## src/rtl/cph_pkg.sv

```systemverilog
// ----------------------------------------------------------------------------
// cph_pkg: shared types and constants for the constellation pair hasher
// Beat formats, configuration register set, anchor record and pair-test
// result, plus register indexes, record kinds and reset values.
// ----------------------------------------------------------------------------
package cph_pkg;

  // anchor window depth default
  localparam int WINDOW_DEF = 16;

  // field widths
  localparam int TIME_W  = 20;
  localparam int FREQ_W  = 14;
  localparam int COUNT_W = 4;
  localparam int SONG_W  = 31;
  localparam int GAP_W   = 12;
  localparam int BIN_W   = 10;
  localparam int HASH_W  = 32;
  localparam int KIND_W  = 2;

  // configuration port
  localparam int CFG_IDX_W  = 3;
  localparam int CFG_DATA_W = 31;

  localparam logic [CFG_IDX_W-1:0] CFG_SONG_ID     = 3'd0;
  localparam logic [CFG_IDX_W-1:0] CFG_MIN_GAP     = 3'd1;
  localparam logic [CFG_IDX_W-1:0] CFG_MAX_GAP     = 3'd2;
  localparam logic [CFG_IDX_W-1:0] CFG_MAX_FREQ    = 3'd3;
  localparam logic [CFG_IDX_W-1:0] CFG_TARGETS     = 3'd4;

  // register reset values
  localparam logic [SONG_W-1:0]  RST_SONG_ID  = '0;
  localparam logic [GAP_W-1:0]   RST_MIN_GAP  = 12'd5;
  localparam logic [GAP_W-1:0]   RST_MAX_GAP  = 12'd30;
  localparam logic [FREQ_W-1:0]  RST_MAX_FREQ = 14'd480;
  localparam logic [COUNT_W-1:0] RST_TARGETS  = 4'd5;

  // record kinds
  localparam logic [KIND_W-1:0] KIND_HASH     = 2'd0;
  localparam logic [KIND_W-1:0] KIND_END_HASH = 2'd1;
  localparam logic [KIND_W-1:0] KIND_END_NONE = 2'd2;

  typedef struct packed {
    logic [TIME_W-1:0] peak_time;
    logic [FREQ_W-1:0] peak_freq;
    logic              last_peak;
  } in_beat_t;

  typedef struct packed {
    logic [KIND_W-1:0] kind;
    logic [HASH_W-1:0] hash_word;
    logic [TIME_W-1:0] anchor_time;
    logic [SONG_W-1:0] song_tag;
    logic              overflow;
    logic              run_end;
  } out_beat_t;

  typedef struct packed {
    logic [SONG_W-1:0]  song_id;
    logic [GAP_W-1:0]   min_gap_tenths;
    logic [GAP_W-1:0]   max_gap_tenths;
    logic [FREQ_W-1:0]  max_freq_gap;
    logic [COUNT_W-1:0] targets_per_anchor;
  } cfg_regs_t;

  // one anchor slot as stored in the anchor memory
  typedef struct packed {
    logic [TIME_W-1:0]  atime;
    logic [FREQ_W-1:0]  afreq;
    logic [COUNT_W-1:0] count;
  } anchor_t;

  // outcome of one anchor/peak comparison
  typedef struct packed {
    logic               emit;
    logic               retire;
    logic [COUNT_W-1:0] cnt_inc;
    logic [HASH_W-1:0]  hash_word;
  } pair_res_t;

endpackage

```

## src/rtl/cph_anchor_mem.sv

```systemverilog
// ----------------------------------------------------------------------------
// cph_anchor_mem: anchor slot storage
// One write port and one read port with registered read data; holds anchor
// time, frequency and target count for each window slot.
// ----------------------------------------------------------------------------
module cph_anchor_mem
  import cph_pkg::*;
#(
  parameter int WINDOW = WINDOW_DEF,
  localparam int SLOT_W = $clog2(WINDOW)
) (
  input  logic              clk,
  input  logic              wr_en,
  input  logic [SLOT_W-1:0] wr_addr,
  input  anchor_t           wr_data,
  input  logic [SLOT_W-1:0] rd_addr,
  output anchor_t           rd_data
);

  anchor_t mem [WINDOW];

  // write port
  always_ff @(posedge clk) begin
    if (wr_en) begin
      mem[wr_addr] <= wr_data;
    end
  end

  // registered read port
  always_ff @(posedge clk) begin
    rd_data <= mem[rd_addr];
  end

endmodule

```

## src/rtl/cph_pair_eval.sv

```systemverilog
// ----------------------------------------------------------------------------
// cph_pair_eval: anchor/peak pair test
// Time gap and frequency gap against the configured limits, count check,
// and hash word assembly for one anchor per cycle.
// ----------------------------------------------------------------------------
module cph_pair_eval
  import cph_pkg::*;
(
  input  in_beat_t  peak,
  input  anchor_t   anchor,
  input  cfg_regs_t cfg,
  output pair_res_t res
);

  logic [TIME_W:0]   gap_ext;
  logic [TIME_W-1:0] gap;
  logic              behind;
  logic              too_close;
  logic              too_far;
  logic              full;
  logic [FREQ_W-1:0] fd;
  logic              freq_ok;
  logic              emit;

  // time gap; borrow marks a peak earlier than the anchor
  assign gap_ext   = {1'b0, peak.peak_time} - {1'b0, anchor.atime};
  assign behind    = gap_ext[TIME_W];
  assign gap       = gap_ext[TIME_W-1:0];
  assign too_close = behind || (gap < {{(TIME_W-GAP_W){1'b0}}, cfg.min_gap_tenths});
  assign too_far   = gap > {{(TIME_W-GAP_W){1'b0}}, cfg.max_gap_tenths};
  assign full      = anchor.count >= cfg.targets_per_anchor;

  // absolute frequency difference
  assign fd = (peak.peak_freq >= anchor.afreq) ? (peak.peak_freq - anchor.afreq)
                                               : (anchor.afreq - peak.peak_freq);
  assign freq_ok = fd <= cfg.max_freq_gap;

  assign emit = !too_close && !too_far && !full && freq_ok;

  always_comb begin
    res.emit      = emit;
    res.cnt_inc   = anchor.count + 1'b1;
    res.retire    = !too_close &&
                    (too_far || full || (emit && (res.cnt_inc >= cfg.targets_per_anchor)));
    res.hash_word = {anchor.afreq[FREQ_W-1:FREQ_W-BIN_W],
                     peak.peak_freq[FREQ_W-1:FREQ_W-BIN_W],
                     gap[GAP_W-1:0]};
  end

endmodule

```

## src/rtl/cph_ctrl.sv

```systemverilog
// ----------------------------------------------------------------------------
// cph_ctrl: scan sequencer
// Walks the anchor ring oldest first, one slot a cycle unless a new hash finds
// the pending record blocked, through the shared pair test; holds the pending
// hash record, the output register, the live bits and the per-song state.
// ----------------------------------------------------------------------------
module cph_ctrl
  import cph_pkg::*;
#(
  parameter int WINDOW = WINDOW_DEF,
  localparam int SLOT_W = $clog2(WINDOW),
  localparam int K_W    = $clog2(WINDOW + 1)
) (
  input  logic              clk,
  input  logic              rst_n,
  // input beats
  input  logic              in_valid,
  output logic              in_stall,
  input  in_beat_t          in_data,
  // result beats
  output logic              out_valid,
  input  logic              out_stall,
  output out_beat_t         out_data,
  // configuration
  input  cfg_regs_t         cfg,
  // pair test
  output in_beat_t          peak,
  input  pair_res_t         res,
  // anchor memory
  output logic              mem_we,
  output logic [SLOT_W-1:0] mem_waddr,
  output anchor_t           mem_wdata,
  output logic [SLOT_W-1:0] mem_raddr,
  input  anchor_t           mem_rdata
);

  typedef enum logic [3:0] {
    S_IDLE  = 4'b0001,
    S_SCAN  = 4'b0010,
    S_FLUSH = 4'b0100,
    S_TAIL  = 4'b1000
  } state_t;

  state_t            state_r, state_nxt;
  in_beat_t          peak_r, peak_nxt;
  logic [K_W-1:0]    k_r, k_nxt;
  logic              ev_vld_r, ev_vld_nxt;
  logic [SLOT_W-1:0] ev_slot_r, ev_slot_nxt;
  logic [WINDOW-1:0] live_r, live_nxt;
  logic [SLOT_W-1:0] oldest_r, oldest_nxt;
  logic              any_hash_r, any_hash_nxt;
  logic              evicted_r, evicted_nxt;
  out_beat_t         pend_r, pend_nxt;
  logic              pend_vld_r, pend_vld_nxt;
  out_beat_t         out_r, out_nxt;
  logic              out_vld_r, out_vld_nxt;

  logic              out_free;
  logic              out_load;
  logic [SLOT_W:0]   slot_sum;
  logic [SLOT_W-1:0] iss_slot;
  logic              k_done;
  logic              ev_live;
  logic              stall_ev;

  assign in_stall  = (state_r != S_IDLE);
  assign out_valid = out_vld_r;
  assign out_data  = out_r;
  assign peak      = peak_r;
  assign out_free  = !out_vld_r || !out_stall;

  // ring slot for scan step k
  assign slot_sum = {1'b0, oldest_r} + {1'b0, k_r[SLOT_W-1:0]};
  assign iss_slot = (slot_sum >= (SLOT_W+1)'(WINDOW)) ?
                    SLOT_W'(slot_sum - (SLOT_W+1)'(WINDOW)) : slot_sum[SLOT_W-1:0];
  assign k_done   = (k_r == K_W'(WINDOW));

  // evaluate stage holds while a new hash finds the pending record blocked
  assign ev_live  = ev_vld_r && live_r[ev_slot_r];
  assign stall_ev = (state_r == S_SCAN) && ev_live && res.emit && pend_vld_r && !out_free;

  assign mem_raddr = stall_ev ? ev_slot_r : iss_slot;

  // sequencer
  always_comb begin
    state_nxt    = state_r;
    peak_nxt     = peak_r;
    k_nxt        = k_r;
    ev_vld_nxt   = ev_vld_r;
    ev_slot_nxt  = ev_slot_r;
    live_nxt     = live_r;
    oldest_nxt   = oldest_r;
    any_hash_nxt = any_hash_r;
    evicted_nxt  = evicted_r;
    pend_nxt     = pend_r;
    pend_vld_nxt = pend_vld_r;
    out_nxt      = out_r;
    out_load     = 1'b0;
    mem_we       = 1'b0;
    mem_waddr    = ev_slot_r;
    mem_wdata    = '{atime: mem_rdata.atime, afreq: mem_rdata.afreq, count: res.cnt_inc};

    case (state_r)
      S_IDLE: begin
        if (in_valid) begin
          peak_nxt   = in_data;
          k_nxt      = '0;
          ev_vld_nxt = 1'b0;
          state_nxt  = S_SCAN;
        end
      end

      S_SCAN: begin
        if (!stall_ev) begin
          // finish the slot under test
          if (ev_live) begin
            if (res.retire) begin
              live_nxt[ev_slot_r] = 1'b0;
            end
            if (res.emit) begin
              mem_we       = 1'b1;
              any_hash_nxt = 1'b1;
              if (pend_vld_r) begin
                out_load = 1'b1;
                out_nxt  = pend_r;
              end
              pend_vld_nxt = 1'b1;
              pend_nxt     = '{kind: KIND_HASH, hash_word: res.hash_word,
                               anchor_time: mem_rdata.atime, song_tag: cfg.song_id,
                               overflow: evicted_r, run_end: 1'b0};
            end
          end
          // issue the next slot
          if (k_done) begin
            ev_vld_nxt = 1'b0;
            state_nxt  = S_FLUSH;
          end else begin
            ev_vld_nxt  = 1'b1;
            ev_slot_nxt = iss_slot;
            k_nxt       = k_r + 1'b1;
          end
        end
      end

      S_FLUSH: begin
        // the held hash is the last one of this peak
        if (!pend_vld_r) begin
          state_nxt = S_TAIL;
        end else if (out_free) begin
          out_load         = 1'b1;
          out_nxt          = pend_r;
          out_nxt.run_end  = !peak_r.last_peak;
          pend_vld_nxt     = 1'b0;
          state_nxt        = S_TAIL;
        end
      end

      S_TAIL: begin
        if (peak_r.last_peak) begin
          // end record, then clear the song
          if (out_free) begin
            out_load     = 1'b1;
            out_nxt      = '{kind: (any_hash_r ? KIND_END_HASH : KIND_END_NONE),
                             hash_word: '0, anchor_time: '0, song_tag: cfg.song_id,
                             overflow: evicted_r, run_end: 1'b1};
            live_nxt     = '0;
            oldest_nxt   = '0;
            any_hash_nxt = 1'b0;
            evicted_nxt  = 1'b0;
            state_nxt    = S_IDLE;
          end
        end else begin
          // store the peak as a fresh anchor at the oldest slot
          mem_we    = 1'b1;
          mem_waddr = oldest_r;
          mem_wdata = '{atime: peak_r.peak_time, afreq: peak_r.peak_freq, count: '0};
          if (live_r[oldest_r]) begin
            evicted_nxt = 1'b1;
          end
          live_nxt[oldest_r] = 1'b1;
          oldest_nxt = (oldest_r == SLOT_W'(WINDOW - 1)) ? '0 : oldest_r + 1'b1;
          state_nxt  = S_IDLE;
        end
      end

      default: begin
        state_nxt = S_IDLE;
      end
    endcase
  end

  // output register
  always_comb begin
    if (out_load) begin
      out_vld_nxt = 1'b1;
    end else if (!out_stall) begin
      out_vld_nxt = 1'b0;
    end else begin
      out_vld_nxt = out_vld_r;
    end
  end

  // control state
  always_ff @(posedge clk) begin
    if (!rst_n) begin
      state_r    <= S_IDLE;
      ev_vld_r   <= 1'b0;
      live_r     <= '0;
      oldest_r   <= '0;
      any_hash_r <= 1'b0;
      evicted_r  <= 1'b0;
      pend_vld_r <= 1'b0;
      out_vld_r  <= 1'b0;
      k_r        <= '0;
    end else begin
      state_r    <= state_nxt;
      ev_vld_r   <= ev_vld_nxt;
      live_r     <= live_nxt;
      oldest_r   <= oldest_nxt;
      any_hash_r <= any_hash_nxt;
      evicted_r  <= evicted_nxt;
      pend_vld_r <= pend_vld_nxt;
      out_vld_r  <= out_vld_nxt;
      k_r        <= k_nxt;
    end
  end

  // payload
  always_ff @(posedge clk) begin
    peak_r    <= peak_nxt;
    ev_slot_r <= ev_slot_nxt;
    pend_r    <= pend_nxt;
    out_r     <= out_nxt;
  end

endmodule

```

## src/rtl/constellation_pair_hasher_unit.sv

```systemverilog
// Each peak is scanned against every window slot through the single read port
// and shared pair test, then passes a flush and a tail step before the idle
// accept state; a new peak is stalled until the unit is back in idle, and
// result-side stalls hold the scan, the flush and the tail.
// Reset (synchronous, rst_n low) clears anchors, flags, output; regs 0/5/30/480/5.
// ----------------------------------------------------------------------------
// constellation_pair_hasher_unit: landmark pair hashing of spectral peaks
// Configuration registers, anchor memory, pair test and scan sequencer.
// ----------------------------------------------------------------------------
module constellation_pair_hasher_unit
  import cph_pkg::*;
#(
  parameter int WINDOW = WINDOW_DEF
) (
  input  logic                  clk,
  input  logic                  rst_n,
  // input beats
  input  logic                  in_valid,
  output logic                  in_stall,
  input  in_beat_t              in_data,
  // result beats
  output logic                  out_valid,
  input  logic                  out_stall,
  output out_beat_t             out_data,
  // configuration writes
  input  logic                  cfg_we,
  input  logic [CFG_IDX_W-1:0]  cfg_idx,
  input  logic [CFG_DATA_W-1:0] cfg_wdata
);

  localparam int SLOT_W = $clog2(WINDOW);

  cfg_regs_t         cfg_r;
  in_beat_t          peak;
  pair_res_t         res;
  logic              mem_we;
  logic [SLOT_W-1:0] mem_waddr;
  anchor_t           mem_wdata;
  logic [SLOT_W-1:0] mem_raddr;
  anchor_t           mem_rdata;

  // configuration registers; unknown indexes are ignored
  always_ff @(posedge clk) begin
    if (!rst_n) begin
      cfg_r.song_id            <= RST_SONG_ID;
      cfg_r.min_gap_tenths     <= RST_MIN_GAP;
      cfg_r.max_gap_tenths     <= RST_MAX_GAP;
      cfg_r.max_freq_gap       <= RST_MAX_FREQ;
      cfg_r.targets_per_anchor <= RST_TARGETS;
    end else if (cfg_we) begin
      case (cfg_idx)
        CFG_SONG_ID:  cfg_r.song_id            <= cfg_wdata[SONG_W-1:0];
        CFG_MIN_GAP:  cfg_r.min_gap_tenths     <= cfg_wdata[GAP_W-1:0];
        CFG_MAX_GAP:  cfg_r.max_gap_tenths     <= cfg_wdata[GAP_W-1:0];
        CFG_MAX_FREQ: cfg_r.max_freq_gap       <= cfg_wdata[FREQ_W-1:0];
        CFG_TARGETS:  cfg_r.targets_per_anchor <= cfg_wdata[COUNT_W-1:0];
        default: begin
        end
      endcase
    end
  end

  cph_anchor_mem #(
    .WINDOW (WINDOW)
  ) u_mem (
    .clk     (clk),
    .wr_en   (mem_we),
    .wr_addr (mem_waddr),
    .wr_data (mem_wdata),
    .rd_addr (mem_raddr),
    .rd_data (mem_rdata)
  );

  cph_pair_eval u_eval (
    .peak   (peak),
    .anchor (mem_rdata),
    .cfg    (cfg_r),
    .res    (res)
  );

  cph_ctrl #(
    .WINDOW (WINDOW)
  ) u_ctrl (
    .clk       (clk),
    .rst_n     (rst_n),
    .in_valid  (in_valid),
    .in_stall  (in_stall),
    .in_data   (in_data),
    .out_valid (out_valid),
    .out_stall (out_stall),
    .out_data  (out_data),
    .cfg       (cfg_r),
    .peak      (peak),
    .res       (res),
    .mem_we    (mem_we),
    .mem_waddr (mem_waddr),
    .mem_wdata (mem_wdata),
    .mem_raddr (mem_raddr),
    .mem_rdata (mem_rdata)
  );

endmodule

```

## config.mk

```make
export PLATFORM = sky130hd
export DESIGN_NAME = constellation_pair_hasher_unit
export DESIGN_NICKNAME = d
export VERILOG_FILES = /design/src/rtl/cph_pkg.sv /design/src/rtl/cph_anchor_mem.sv /design/src/rtl/cph_pair_eval.sv /design/src/rtl/cph_ctrl.sv /design/src/rtl/constellation_pair_hasher_unit.sv
export SDC_FILE = /design/constraint.sdc
export NUM_CORES = 2
export LEC_CHECK = 0
export ABC_AREA = 1
export BUFFER_PORTS_ARGS = -buffer_cell sky130_fd_sc_hd__buf_4
export CAP_MARGIN = 20
export CORE_MARGIN = 10
export CORE_UTILIZATION = 30
export CTS_CLUSTER_SIZE = 12
export DETAILED_ROUTE_END_ITERATION = 7
export PLACE_DENSITY = 0.44
export SKIP_CTS_REPAIR_TIMING = 1
export SLEW_MARGIN = 20
export SYNTH_ARGS = -nofsm -noshare
export SYNTH_HDL_FRONTEND = slang
export SYNTH_SLANG_ARGS = --single-unit
```

## constraint.sdc

```tcl
create_clock -name clk -period 44.2 [get_ports clk]
set_input_delay 2.21 -clock clk [delete_from_list [all_inputs] [get_ports clk]]
set_output_delay 2.21 -clock clk [all_outputs]
set_load 0.01 [all_outputs]
```

==> results.ini <==
[status]
status=finished, final reports clean

[setup_path]
worst_ep_arrival_time_ns=9.97
crit_path_frequent_cell=sky130_fd_sc_hd__inv_1
endpoint_kind=flip-flop
worstPathMaxFanout=78
cp_data_required_time_ns=44.79
worst_setup_path_start_kind=flip-flop
worst_path_largest_cell_delay_ns=0.81
ff2ff_setup_slack_ns=34.82
crit_slowest_cell=sky130_fd_sc_hd__buf_4
worst-setup-path-type=reg -> reg

[global_route]
via_count_of_the_first_global_routing_pass=29204
grt_usage_pct=16.1
grt_first_pass_wirelength_um=197000
antenna_found_initial=5
grt.overflow.total=0
pin_count_of_the_biggest_net_entering_global_routing=153

[yosys]
synth_warnings=0
synth.lib_cells_used.distinct=54
synthArstFlopShare_pct=0
post_syn_area_um2=43400
synth_top_area_share_pct=56.6
post_synth.cell_area_avg_um2=10.0
synth_top_cell_by_area=sky130_fd_sc_hd__edfxtp_1
synth_nets=4517
post-synth-top-count-cell=sky130_fd_sc_hd__nand2_1
postSynthCellCount=4337
postSynth.topFlopCell=sky130_fd_sc_hd__edfxtp_1
ys_seq_elements=963
synthTopCellsByArea=sky130_fd_sc_hd__edfxtp_1 (57%), sky130_fd_sc_hd__nand3_1 (7.5%), sky130_fd_sc_hd__nand2_1 (7.1%), sky130_fd_sc_hd__inv_1 (6.7%), sky130_fd_sc_hd__dfxtp_1 (6.7%)
netlist_top_cells_count=sky130_fd_sc_hd__nand2_1 (827), sky130_fd_sc_hd__edfxtp_1 (818), sky130_fd_sc_hd__inv_1 (776), sky130_fd_sc_hd__nand3_1 (648), sky130_fd_sc_hd__nor2_1 (228)
synth_sequential_area_ratio_pct=63.3
count_of_flip_flops_with_a_built_in_enable_after_synthesis=818

[layout]
post_layout_nonfiller_instances=6481
fin_nets=4669
drive_above_1_share_pct=9.70
area.growth.synth_to_final_pct=15.7
final_design_area_no_fill_um2=50200

[power]
power_density_of_the_placed_cells_nw_per_um2=47.4
leakage_nw=20.7
irDropWorstVdd_mv=0.0322

[sta]
hold_viol=0
tns_ns=0
final-setup-viol-count=0
final_min_period_over_clock_period_pct=21.2
layout_min_cycle_time_ns=9.38
tightestPinTransition_ns=1.13
worst_hold_slack_ns=0.434
finClkSkew_ns=0.0253
rsz_0062_raised_after_global_routing=no
drv_slew=0
timing.slew.headroom_pct=24.7
fmaxAchievable_ghz=0.107

[die]
die_width_um=400
num_rows=139
fp.dieH_um=400
core-area_um2=144000
floorplan.io_pins=163
die_area_um2=160000
effective_utilization_at_floorplan_pct=30.2

[clock_network]
tritoncts=done
htreeDepth=3
cts_buffer_depth=3
cts_root_buf=sky130_fd_sc_hd__clkbuf_16
cts_inserted_buffers=104
clkTransAtPathRegs_ns=0.07
number_of_sinks_driven_by_the_clock_tree=963
clk_latency_ns=0.72

[placement]
place_hpwl_um=77900
dpl-instance-area_um2=47000
place_inst=6286
io_buffer_count=162
routabilityCongestion=0.820

[routing]
per_cell_routed_wire_length_um=20.5
via_count=30085
detail_route.first_pass.iterations=7
vias_per_cell=4.64
route.final.wire_length_um=133000
drt.antenna.violating_nets=0
violation_count_after_the_first_detailed_route_iteration=2218
drc=0

[run]
drv.max_cap_violation_count=0

[hold_path]
hold_path_class=reg -> reg

==> flip-flops by register name (all words and copies together), names as in the netlist, 5 cells and up <==
signal and cells:
cfg_r 73, u_ctrl.k_r 5, u_ctrl.live_r 16, u_ctrl.out_data 87
u_ctrl.peak 35, u_ctrl.pend_r 84, u_mem.mem 608, u_mem.rd_data 38
==> stage by stage <==
stage / util [%] / worst slack [ns] / power (mW)
6_report: 35.0 / 34.82 / 2.38
5_1_grt: 35.0 / 33.73 / 2.51
4_1_cts: 35.0 / 34.66 / 2.41
3_5_place_dp: 32.7 / 34.70 / 1.57
3_3_place_gp: 32.7 / 34.38 / 1.56
2_1_floorplan: - / 23.72 / 1.39
==> report_power, final <==
part | internal [mW] | switching, mW | total (mW)
Combinational | 0.146 | 0.322 | 0.468
Clock | 0.469 | 0.368 | 0.837
Sequential | 1.05 | 0.0244 | 1.07
Total | 1.67 | 0.714 | 2.38
==> cell type report <==
class                   count  area, µm²
clock inverters            48        330
fillers                 14597      93400
well taps                1903       2380
inverters                 785       2950
repair buffers            242       1830
flip-flops and latches    963      27500
multi-input cells        2393      12400
diodes                      1       2.50
clock buffers             146       2900
==> final timing paths <==
kind / from / to / depth (start not counted)
max: u_ctrl.peak[1]$_DFFE_PP_ / u_mem.rd_data[2]$_DFF_P_ / 34
min: u_mem.rd_data[21]$_DFF_P_ / u_ctrl.pend_r[36]$_DFFE_PP_ / 0
max reg2reg: u_ctrl.peak[1]$_DFFE_PP_ / u_mem.rd_data[2]$_DFF_P_ / 34
min reg2reg: u_mem.rd_data[21]$_DFF_P_ / u_ctrl.pend_r[36]$_DFFE_PP_ / 0
==> per-layer routing <==
layer	up-vias	track usage, %	part of all wire (%)
met5	-	0	0.030
met4	6	4.97	2.7
met3	178	2.35	4.5
met2	664	25.7	46
met1	14568	22.4	47
li1	14669	-	-
==> worst max-delay path, delay by kind of cell (launching register included) <==
kind            cells  cell delay (ns)
compound gates      5             1.50
flops               1             0.42
simple gates       16             3.30
buf+inv             9             2.94
fa+ha+maj           3             0.82
xor+xnor            1             0.17
==> placed cells by master (no fill, tap or decap), drive strengths merged, types with 8 or more instances in the layout <==
cell / synthesis / routed
nand2: 829 / 829
edfxtp: 818 / 818
inv: 782 / 783
nand3: 650 / 650
buf: 103 / 242
nor2: 233 / 233
o21ai: 202 / 202
clkbuf: 93 / 146
dfxtp: 145 / 145
a21oi: 131 / 131
nand3b: 119 / 119
ha: 102 / 102
clkinv: 3 / 48
xor2: 17 / 17
xnor2: 13 / 13
nor3: 13 / 13
nand4: 13 / 13
o211ai: 10 / 10
o21a: 8 / 8
o22ai: 8 / 8
==> cell families (layout without fill, tap and decap cells) <==
family,Yosys count,in the layout,synth area share [%]
DFF,963,963,63.3
adders and majority gates,106,106,3.12
and+or+nand+nor,1862,1862,19.3
buffers and inverters,981,1221,8.80
AOI/OAI and AO/OA,395,395,4.95
xor gates and xnor gates,30,30,0.605
other,0,1,0
Power figures use the tool's default switching activity.
